<file path="src/tfc_pkg.sv">
// Shared types, constants and the segment table for the thermistor filter
// with focuser temperature compensation. No dependencies.
package tfc_pkg;

  localparam int SampleW = 10;
  localparam int FiltW   = 14;
  localparam int RegW    = 16;
  localparam int TempW   = 12;
  localparam int MulW    = 16;
  localparam int CntW    = $clog2(MulW);
  localparam int IdxW    = 2;

  localparam logic [SampleW-1:0] SampleHigh = 10'h3F0;
  localparam logic [SampleW-1:0] SampleLow  = 10'h010;

  // Register indexes of the configuration port
  localparam logic [IdxW-1:0] RegCoef     = 2'd0;
  localparam logic [IdxW-1:0] RegBasePos  = 2'd1;
  localparam logic [IdxW-1:0] RegBaseTemp = 2'd2;

  typedef enum logic [3:0] {
    ST_IDLE,
    ST_SEG,
    ST_MUL1,
    ST_TEMP,
    ST_COMP,
    ST_MUL2,
    ST_POS,
    ST_FIN
  } state_t;

  typedef struct packed {
    logic busy;
    logic done;
  } mul_stat_t;

  typedef struct packed {
    logic        [8:0]      slope;
    logic signed [RegW-1:0] icpt;
    logic        [9:0]      offs;
  } seg_t;

  // Three-segment piecewise-linear curve, picked by the filtered sample
  function automatic seg_t seg_lookup(input logic [SampleW-1:0] a);
    seg_t s;
    if (a < 10'd277) begin
      s.slope = 9'd279;
      s.icpt  = 16'sd800;
      s.offs  = 10'd276;
    end else if (a < 10'd876) begin
      s.slope = 9'd150;
      s.icpt  = 16'sd100;
      s.offs  = 10'd875;
    end else begin
      s.slope = 9'd335;
      s.icpt  = -16'sd200;
      s.offs  = 10'd989;
    end
    return s;
  endfunction

endpackage

</file>
<file path="src/tfc_serial_mult.sv">
// Bit-serial signed shift-add multiplier, one multiplier bit per cycle.
// Depends on tfc_pkg.
module tfc_serial_mult (
  input  logic                                   clk,
  input  logic                                   rst,
  input  logic                                   start,
  input  logic signed [tfc_pkg::MulW-1:0]        mul_a,
  input  logic signed [tfc_pkg::MulW-1:0]        mul_b,
  output logic signed [2*tfc_pkg::MulW-1:0]      product,
  output tfc_pkg::mul_stat_t                     stat
);
  import tfc_pkg::*;

  logic signed [MulW-1:0] a_reg;
  logic        [MulW-1:0] hi;
  logic        [MulW-1:0] lo;
  logic        [CntW-1:0] cnt;
  logic                   busy;
  logic                   done;
  logic        [MulW:0]   addend;
  logic        [MulW:0]   sum;
  logic                   last;

  assign last = (cnt == CntW'(MulW - 1));

  always_comb begin
    addend = '0;
    if (lo[0]) begin
      // the top multiplier bit carries negative weight
      addend = last ? -{a_reg[MulW-1], a_reg} : {a_reg[MulW-1], a_reg};
    end
    sum = {hi[MulW-1], hi} + addend;
  end

  always_ff @(posedge clk) begin
    if (rst) begin
      busy <= 1'b0;
      done <= 1'b0;
      cnt  <= '0;
    end else begin
      done <= 1'b0;
      if (start) begin
        busy <= 1'b1;
        cnt  <= '0;
      end else if (busy) begin
        cnt <= cnt + 1'b1;
        if (last) begin
          busy <= 1'b0;
          done <= 1'b1;
        end
      end
    end
  end

  always_ff @(posedge clk) begin
    if (start) begin
      a_reg <= mul_a;
      hi    <= '0;
      lo    <= mul_b;
    end else if (busy) begin
      hi <= sum[MulW:1];
      lo <= {sum[0], lo[MulW-1:1]};
    end
  end

  assign product   = {hi, lo};
  assign stat.busy = busy;
  assign stat.done = done;

  a_no_restart: assert property (@(posedge clk) disable iff (rst) start |-> !busy)
    else $error("multiplier restarted while busy");
  a_done_ends_busy: assert property (@(posedge clk) disable iff (rst)
    done |-> !busy && $past(busy))
    else $error("done without a finished pass");
  a_busy_len: assert property (@(posedge clk) disable iff (rst)
    (busy && last) |=> done)
    else $error("done missing after last step");

endmodule

</file>
<file path="src/thermistor_filter_temp_compensation.sv">
// Top level: input filter, curve mapping, compensation sequencer, output register.
// Depends on tfc_pkg and tfc_serial_mult.
//
//  channel  | handshake              | payload
//  ---------+------------------------+---------------------------------------------
//  input    | in_valid / in_ready    | adc_sample
//  output   | out_valid / out_ready  | temp_valid, temperature_x10,
//           |                        | position_update, new_set_position
//  config   | cfg_write_en           | cfg_index, cfg_data
//
// An in-range sample runs through the segment lookup and a pass of the shared bit-serial
// multiplier, then, with compensation on, a second pass, before it is loaded into the
// output register; an out-of-range sample goes straight to the final state. The next sample
// is taken only once the sequencer is back in idle after the load.
// A stalled output holds the sequencer in its final state until the register frees.
// Reset clears the filter, the valid flag, the configuration registers and the output handshake.
module thermistor_filter_temp_compensation (
  input  logic                                  clk,
  input  logic                                  rst,
  input  logic                                  in_valid,
  output logic                                  in_ready,
  input  logic        [tfc_pkg::SampleW-1:0]    adc_sample,
  output logic                                  out_valid,
  input  logic                                  out_ready,
  output logic                                  temp_valid,
  output logic signed [tfc_pkg::TempW-1:0]      temperature_x10,
  output logic                                  position_update,
  output logic signed [tfc_pkg::RegW-1:0]       new_set_position,
  input  logic                                  cfg_write_en,
  input  logic        [tfc_pkg::IdxW-1:0]       cfg_index,
  input  logic        [tfc_pkg::RegW-1:0]       cfg_data
);
  import tfc_pkg::*;

  state_t state, state_next;

  logic signed [RegW-1:0]   comp_coefficient;
  logic signed [RegW-1:0]   base_position;
  logic signed [RegW-1:0]   base_temperature;
  logic        [FiltW-1:0]  filtered_adc;
  logic                     have_temperature;

  logic                     res_valid;
  logic signed [RegW-1:0]   res_temp;
  logic                     res_update;
  logic signed [RegW-1:0]   res_pos;
  seg_t                     seg;

  logic                     accept;
  logic                     in_range;
  logic                     mul_start;
  logic                     out_load;
  logic signed [MulW-1:0]   mul_a;
  logic signed [MulW-1:0]   mul_b;
  logic signed [2*MulW-1:0] product;
  mul_stat_t                mstat;

  logic        [FiltW:0]    s16;
  logic signed [FiltW:0]    diff;
  logic signed [FiltW:0]    diff_adj;
  logic        [FiltW-1:0]  filt_step;
  logic signed [RegW-1:0]   t_calc;
  logic        [23:0]       p24;
  logic        [23:0]       p24_adj;
  logic        [10:0]       offs_diff;

  assign accept   = in_valid && in_ready;
  assign in_range = (adc_sample <= SampleHigh) && (adc_sample >= SampleLow);

  // Filter step: move by a sixteenth of the difference, truncated toward zero
  always_comb begin
    s16       = {1'b0, adc_sample, 4'b0000};
    diff      = $signed(s16) - $signed({1'b0, filtered_adc});
    diff_adj  = diff[FiltW] ? diff + 15'sd15 : diff;
    filt_step = filtered_adc + FiltW'(diff_adj >>> 4);
  end

  // Next state
  always_comb begin
    state_next = state;
    unique case (state)
      ST_IDLE: if (accept) state_next = in_range ? ST_SEG : ST_FIN;
      ST_SEG:  state_next = ST_MUL1;
      ST_MUL1: if (mstat.done) state_next = ST_TEMP;
      ST_TEMP: state_next = (comp_coefficient != '0) ? ST_COMP : ST_FIN;
      ST_COMP: state_next = ST_MUL2;
      ST_MUL2: if (mstat.done) state_next = ST_POS;
      ST_POS:  state_next = ST_FIN;
      ST_FIN:  if (!out_valid || out_ready) state_next = ST_IDLE;
      default: state_next = ST_IDLE;
    endcase
  end

  // Sequencer outputs
  always_comb begin
    in_ready  = 1'b0;
    mul_start = 1'b0;
    out_load  = 1'b0;
    unique case (state)
      ST_IDLE: in_ready = 1'b1;
      ST_SEG, ST_COMP: mul_start = 1'b1;
      ST_FIN:  out_load = !out_valid || out_ready;
      default: ;
    endcase
  end

  assign seg       = seg_lookup(filtered_adc[FiltW-1:4]);
  assign offs_diff = {1'b0, seg.offs} - {1'b0, filtered_adc[FiltW-1:4]};

  always_comb begin
    if (state == ST_SEG) begin
      mul_a = MulW'($signed(offs_diff));
      mul_b = MulW'({1'b0, seg.slope});
    end else begin
      mul_a = res_temp - base_temperature;
      mul_b = comp_coefficient;
    end
  end

  tfc_serial_mult u_mult (
    .clk     (clk),
    .rst     (rst),
    .start   (mul_start),
    .mul_a   (mul_a),
    .mul_b   (mul_b),
    .product (product),
    .stat    (mstat)
  );

  // Bits above the shift give the floor of the quotient
  assign t_calc  = $signed(product[22:7]) + seg.icpt;
  assign p24     = product[23:0];
  assign p24_adj = p24[23] ? p24 + 24'd15 : p24;

  always_ff @(posedge clk) begin
    if (rst) begin
      state            <= ST_IDLE;
      comp_coefficient <= '0;
      base_position    <= '0;
      base_temperature <= '0;
      filtered_adc     <= '0;
      have_temperature <= 1'b0;
      out_valid        <= 1'b0;
    end else begin
      state <= state_next;
      if (cfg_write_en) begin
        case (cfg_index)
          RegCoef:     comp_coefficient <= cfg_data;
          RegBasePos:  base_position    <= cfg_data;
          RegBaseTemp: base_temperature <= cfg_data;
          default: ;
        endcase
      end
      if (accept) begin
        have_temperature <= in_range;
        if (in_range) begin
          filtered_adc <= have_temperature ? filt_step : s16[FiltW-1:0];
        end
      end
      if (out_load) begin
        out_valid <= 1'b1;
      end else if (out_ready) begin
        out_valid <= 1'b0;
      end
    end
  end

  // Result being built
  always_ff @(posedge clk) begin
    if (accept) begin
      res_valid  <= in_range;
      res_temp   <= '0;
      res_update <= 1'b0;
      res_pos    <= '0;
    end
    if (state == ST_TEMP) begin
      res_temp <= t_calc;
    end
    if (state == ST_POS) begin
      res_update <= 1'b1;
      res_pos    <= base_position + $signed(p24_adj[19:4]);
    end
  end

  always_ff @(posedge clk) begin
    if (out_load) begin
      temp_valid       <= res_valid;
      temperature_x10  <= res_temp[TempW-1:0];
      position_update  <= res_update;
      new_set_position <= res_pos;
    end
  end

  a_accept_leaves_idle: assert property (@(posedge clk) disable iff (rst)
    accept |=> state != ST_IDLE)
    else $error("sequencer stayed idle after taking a beat");
  a_update_needs_valid: assert property (@(posedge clk) disable iff (rst)
    (out_valid && position_update) |-> temp_valid)
    else $error("position update on an invalid temperature");
  a_invalid_zero: assert property (@(posedge clk) disable iff (rst)
    (out_valid && !temp_valid) |-> (temperature_x10 == '0) && (new_set_position == '0))
    else $error("invalid result carries nonzero fields");
  a_done_in_wait: assert property (@(posedge clk) disable iff (rst)
    mstat.done |-> (state == ST_MUL1) || (state == ST_MUL2))
    else $error("multiplier finished outside a wait state");
  a_filter_range: assert property (@(posedge clk) disable iff (rst)
    have_temperature |-> (filtered_adc[FiltW-1:4] >= SampleLow) &&
                         (filtered_adc[FiltW-1:4] <= SampleHigh))
    else $error("filter left the valid sample range");

endmodule

</file>
<file path="config.mk">
export PLATFORM = sky130hd
export DESIGN_NAME = thermistor_filter_temp_compensation
export DESIGN_NICKNAME = d
export VERILOG_FILES = /design/src/tfc_pkg.sv /design/src/tfc_serial_mult.sv /design/src/thermistor_filter_temp_compensation.sv
export SDC_FILE = /design/constraint.sdc
export NUM_CORES = 1
export LEC_CHECK = 0
export BUFFER_PORTS_ARGS = -buffer_cell sky130_fd_sc_hd__buf_4
export CORE_MARGIN = 8
export CORE_UTILIZATION = 55
export CTS_CLUSTER_SIZE = 14
export DETAILED_ROUTE_END_ITERATION = 6
export PLACE_DENSITY_LB_ADDON = 0.12
export SETUP_SLACK_MARGIN = 0.1
export SKIP_CTS_REPAIR_TIMING = 1
export SLEW_MARGIN = 20
export SYNTH_ARGS = -nofsm -noshare
export SYNTH_HDL_FRONTEND = slang
export SYNTH_SLANG_ARGS = --single-unit
</file>
<file path="constraint.sdc">
create_clock -name clk -period 8.75 [get_ports clk]
set_input_delay 0.875 -clock clk [delete_from_list [all_inputs] [get_ports clk]]
set_output_delay 0.875 -clock clk [all_outputs]
set_load 0.01 [all_outputs]
</file>
==> reports/results.txt <==
The mapped netlist covers 11840 sq um. In this run the worst path has a maximum fanout of 8. For this design the ratio of total power to cell area is 241.1 nW/um^2.

The count of input and output buffers is 64. Kind of critical path: input port to register. The signal on the critical path passes through buf_4 -> ha_1 -> a211oi_2 -> nor2_1 -> a211oi_4 -> o21bai_1 -> a21oi_2 -> o21ai_4 -> or3_1 -> xnor2_1 -> ha_1 -> a211oi_1 -> o21ai_0 -> a2111oi_0 -> o31ai_1 -> a21o_1 -> a21oi_1 -> o21ai_1 -> a21o_1 -> a31oi_1. The synthesized netlist devotes 19.80% of its cell area to simple gates.

The final-report max-slew violation count is 0. The minimum clock period works out to 5.266 ns. After the last flow step, the layout net total stands at 1489. The area added between synthesis and finish came out at 10.76%. The worst pin sits at a relative slew slack of 22.72%. The repair_antennas step left the layout with diodes totalling 0.

The xor/xnor share of the synthesized area was 6.956%; the full die area was 26470 sq um. Counting instances, the worst hold path has a depth of 0. Family with the most delay on the worst path: compound AO/OA/AOI/OAI gates. After filler insertion, the fill cell instance count of the layout stands at 1838. For the violation count after the first detailed-routing iteration, the log shows 598. The largest area contributor in the netlist is edfxtp_1.

Number of buffers and inverters on the critical path: 1. The worst-case IR drop observed on VDD is 0.1339 mV. The floorplan core area was 21090 sq um; the largest net degree at the start of global routing was 74. The die width was 162.7 um. In this run the number of H-tree levels came out at 4. The dominant combinational cell family by area after synthesis is simple AND/OR/NAND/NOR gates. Summed over all layers, the global routing overflow is 0. The logs give 0 for the number of routed nets with antenna violations and 0 for the setup violation total in the final timing report. For the worst setup path, the data required time is 9.11 ns.

Synthesis handed over a netlist of 1314 instances. The tools report the beginning of the worst register-to-register path as filtered_adc[7]. In this run, CTS created clock tree buffers numbering 17. In this run the clock root is driven by a clkbuf_16. The tools report the via count of the first global-routing pass as 9063.

After detailed routing, the number of remaining DRC violations is 0. TritonCTS built the clock tree. The logs give 0 for the count of endpoints failing hold in the final timing report and 1613 for the total placed cells including tap cells.

Summed over all cells, the static leakage comes to 0.005192 uW. The run gives 46120 um as the global-route wire length before repair. At the pin with the least slew margin, the transition time is 1.154 ns.

The run finished with clean final reports. The count of different cell masters after synthesis was 82; the setup slack of the worst register-to-register path was 3.54 ns. The post-synthesis mux area share was 1.691%; the detailed placement HPWL was 21120 um. The total of max-cap violations came out at 0. Clock skew on the completed layout was measured at 0.01084 ns. Clock tree synthesis found a total of 185 sinks. The longest clock path from root to sink contains 2 buffers. nand2_1 is the most common cell in the netlist. The area share of the largest cell type after synthesis works out to 24.10%. The die is 162.7 um tall. Average vias per placed instance: 5.808. STA puts the critical path data arrival time at 5.63 ns. Across every metal layer, demand over resource in global routing totals 21.52%. The worst setup path is launched from an input port.

Setup repair after global routing left no endpoint under its margin. Among all stages on the critical path, the largest delay is contributed by a2111oi_0. The post-route netlist has 9.270% of its cells at a drive strength greater than 1.

For this run, the leading register cell type out of synthesis is edfxtp_1. Worst min-delay path category: register to register. The worst-skew pair later-pin latency is 0.44 ns, and the post-route clock period utilization is 60.19%. At the end of routability-driven placement, the weighted congestion stood at 0.8685. Counting cells, the worst reg-to-reg path comes to 20. The path with the worst hold slack has its endpoint at new_set_position[5]. Yosys attributes the largest share of cell area to edfxtp_1, dfxtp_1, ha_1.

After Yosys synthesis, full adders, half adders and majority gates account for 10.85% of the synthesized area. For this block, the via count after detailed routing is 9554. For the post-synthesis sequential area ratio, the log shows 39.32%. The initial antenna violation count is 0. The clock-pin transition on the worst setup and hold timing paths came out at 0.07 ns.

In the final timing run, aggregate negative setup slack is 0 ns. In this run the critical register-to-register path is captured at filtered_adc[13]. For this run, the detailed router's first-pass iteration total came to 6. Synthesis inferred 185 register bits.

For this configuration, the core starts out at a cell density of 56.13%. The commonest cells after synthesis are nand2_1, a21oi_1, edfxtp_1, ha_1, nor2_1. The count of non-filler cells in the finished layout was 1645.

In this run the most critical hold path is launched from res_pos[5]. During I/O placement, the number of pins put on the boundary was 65. For this run, the number of Yosys warnings is 0. The async set-reset flop share out of synthesis came out at 0%. The total detailed-routing wirelength is 28160 um.

The achievable frequency is 189.9 MHz, and the mean area per synthesized cell is 9.008 sq um. The tools report the post-synthesis net count as 1446. The number of flops mapped to enable cells by yosys is 95. The row count is 53, and the delay of the slowest cell on the worst path is 0.64 ns. The share of the synthesized area in compound gates (AO/OA/AOI/OAI) is 17.18%. In the final routed layout, each cell accounts on average for 17.12 um. Type of element capturing the critical path: a register.
[cell families after synthesis]
family,count (synthesis)
simple gates,478
buf+inv,125
fa+ha+maj,99
compound gates,313
xor+xnor,94
flops,185
mux,20
[report_power, final]
| part | switching, uW | leakage (uW) | total [uW] | internal, uW |
|---|---|---|---|---|
| registers | 135 | 0.00163 | 1190 | 1060 |
| clock network | 341 | 0.000287 | 802 | 461 |
| logic | 657 | 0.00327 | 1170 | 510 |
[layout by cell type (no fill, tap or decap), types with 20 or more instances in the layout]
master	netlist	layout
nand2_1	172	172
a21oi_1	124	124
edfxtp_1	95	95
nor2_1	93	93
ha_1	93	93
dfxtp_1	90	90
inv_1	81	81
buf_4	0	68
xnor2_1	64	64
o21ai_0	51	51
nor3_1	34	34
nand3_1	30	30
xor2_1	30	30
a21o_1	20	20
a211oi_1	20	20
mux2i_1	20	20
[layer usage]
metal,vias up,share of wire [%],track usage [%]
met5,-,0,0
met4,0,1.1,5.046
met3,24,5.3,3.539
met2,223,45,34.27
met1,4520,48,30.05
li1,4787,-,-
[per-stage QoR]
| step | setup WS [ns] | power (uW) | hold slack [ns] | util, % | instance area, sq um |
|---|---|---|---|---|---|
| after floorplan | 3.853 | 2084 | 0.4003 | - | 11840 |
| final | 3.484 | 3161 | 0.4194 | 62.17 | 13110 |
| after global routing | 3.088 | 3366 | 0.4299 | 62.17 | 13110 |
| after detailed placement | 3.153 | 2359 | 0.4045 | 59.35 | 12510 |
| after global placement | 3.269 | 2339 | 0.4013 | 59.35 | 12510 |
| after CTS | 3.588 | 3165 | 0.4207 | 62.17 | 13110 |
[worst max path at each step]
stage	from	slack, ns	endpoint	cells after the start
finish	adc_sample[3]	3.48	filtered_adc[13]	20
global route	filtered_adc[7]	3.09	filtered_adc[13]	20
CTS	adc_sample[3]	3.59	filtered_adc[13]	20
detailed placement	adc_sample[3]	3.15	filtered_adc[13]	20
global placement	adc_sample[3]	3.27	filtered_adc[13]	20
floorplan	adc_sample[3]	3.85	filtered_adc[13]	19
[cell type report]
class,instances,area [sq um],share of cell area (%)
repair buffers,68,510.5,3.894
clock inverters,9,137.6,1.050
flip-flops and latches,185,4654,35.50
well taps,275,344.1,2.625
multi-input cells,1004,6701,51.12
inverters,81,304.0,2.319
clock buffers,23,457.9,3.493
Note: power is estimated with default switching activity, not from simulation.
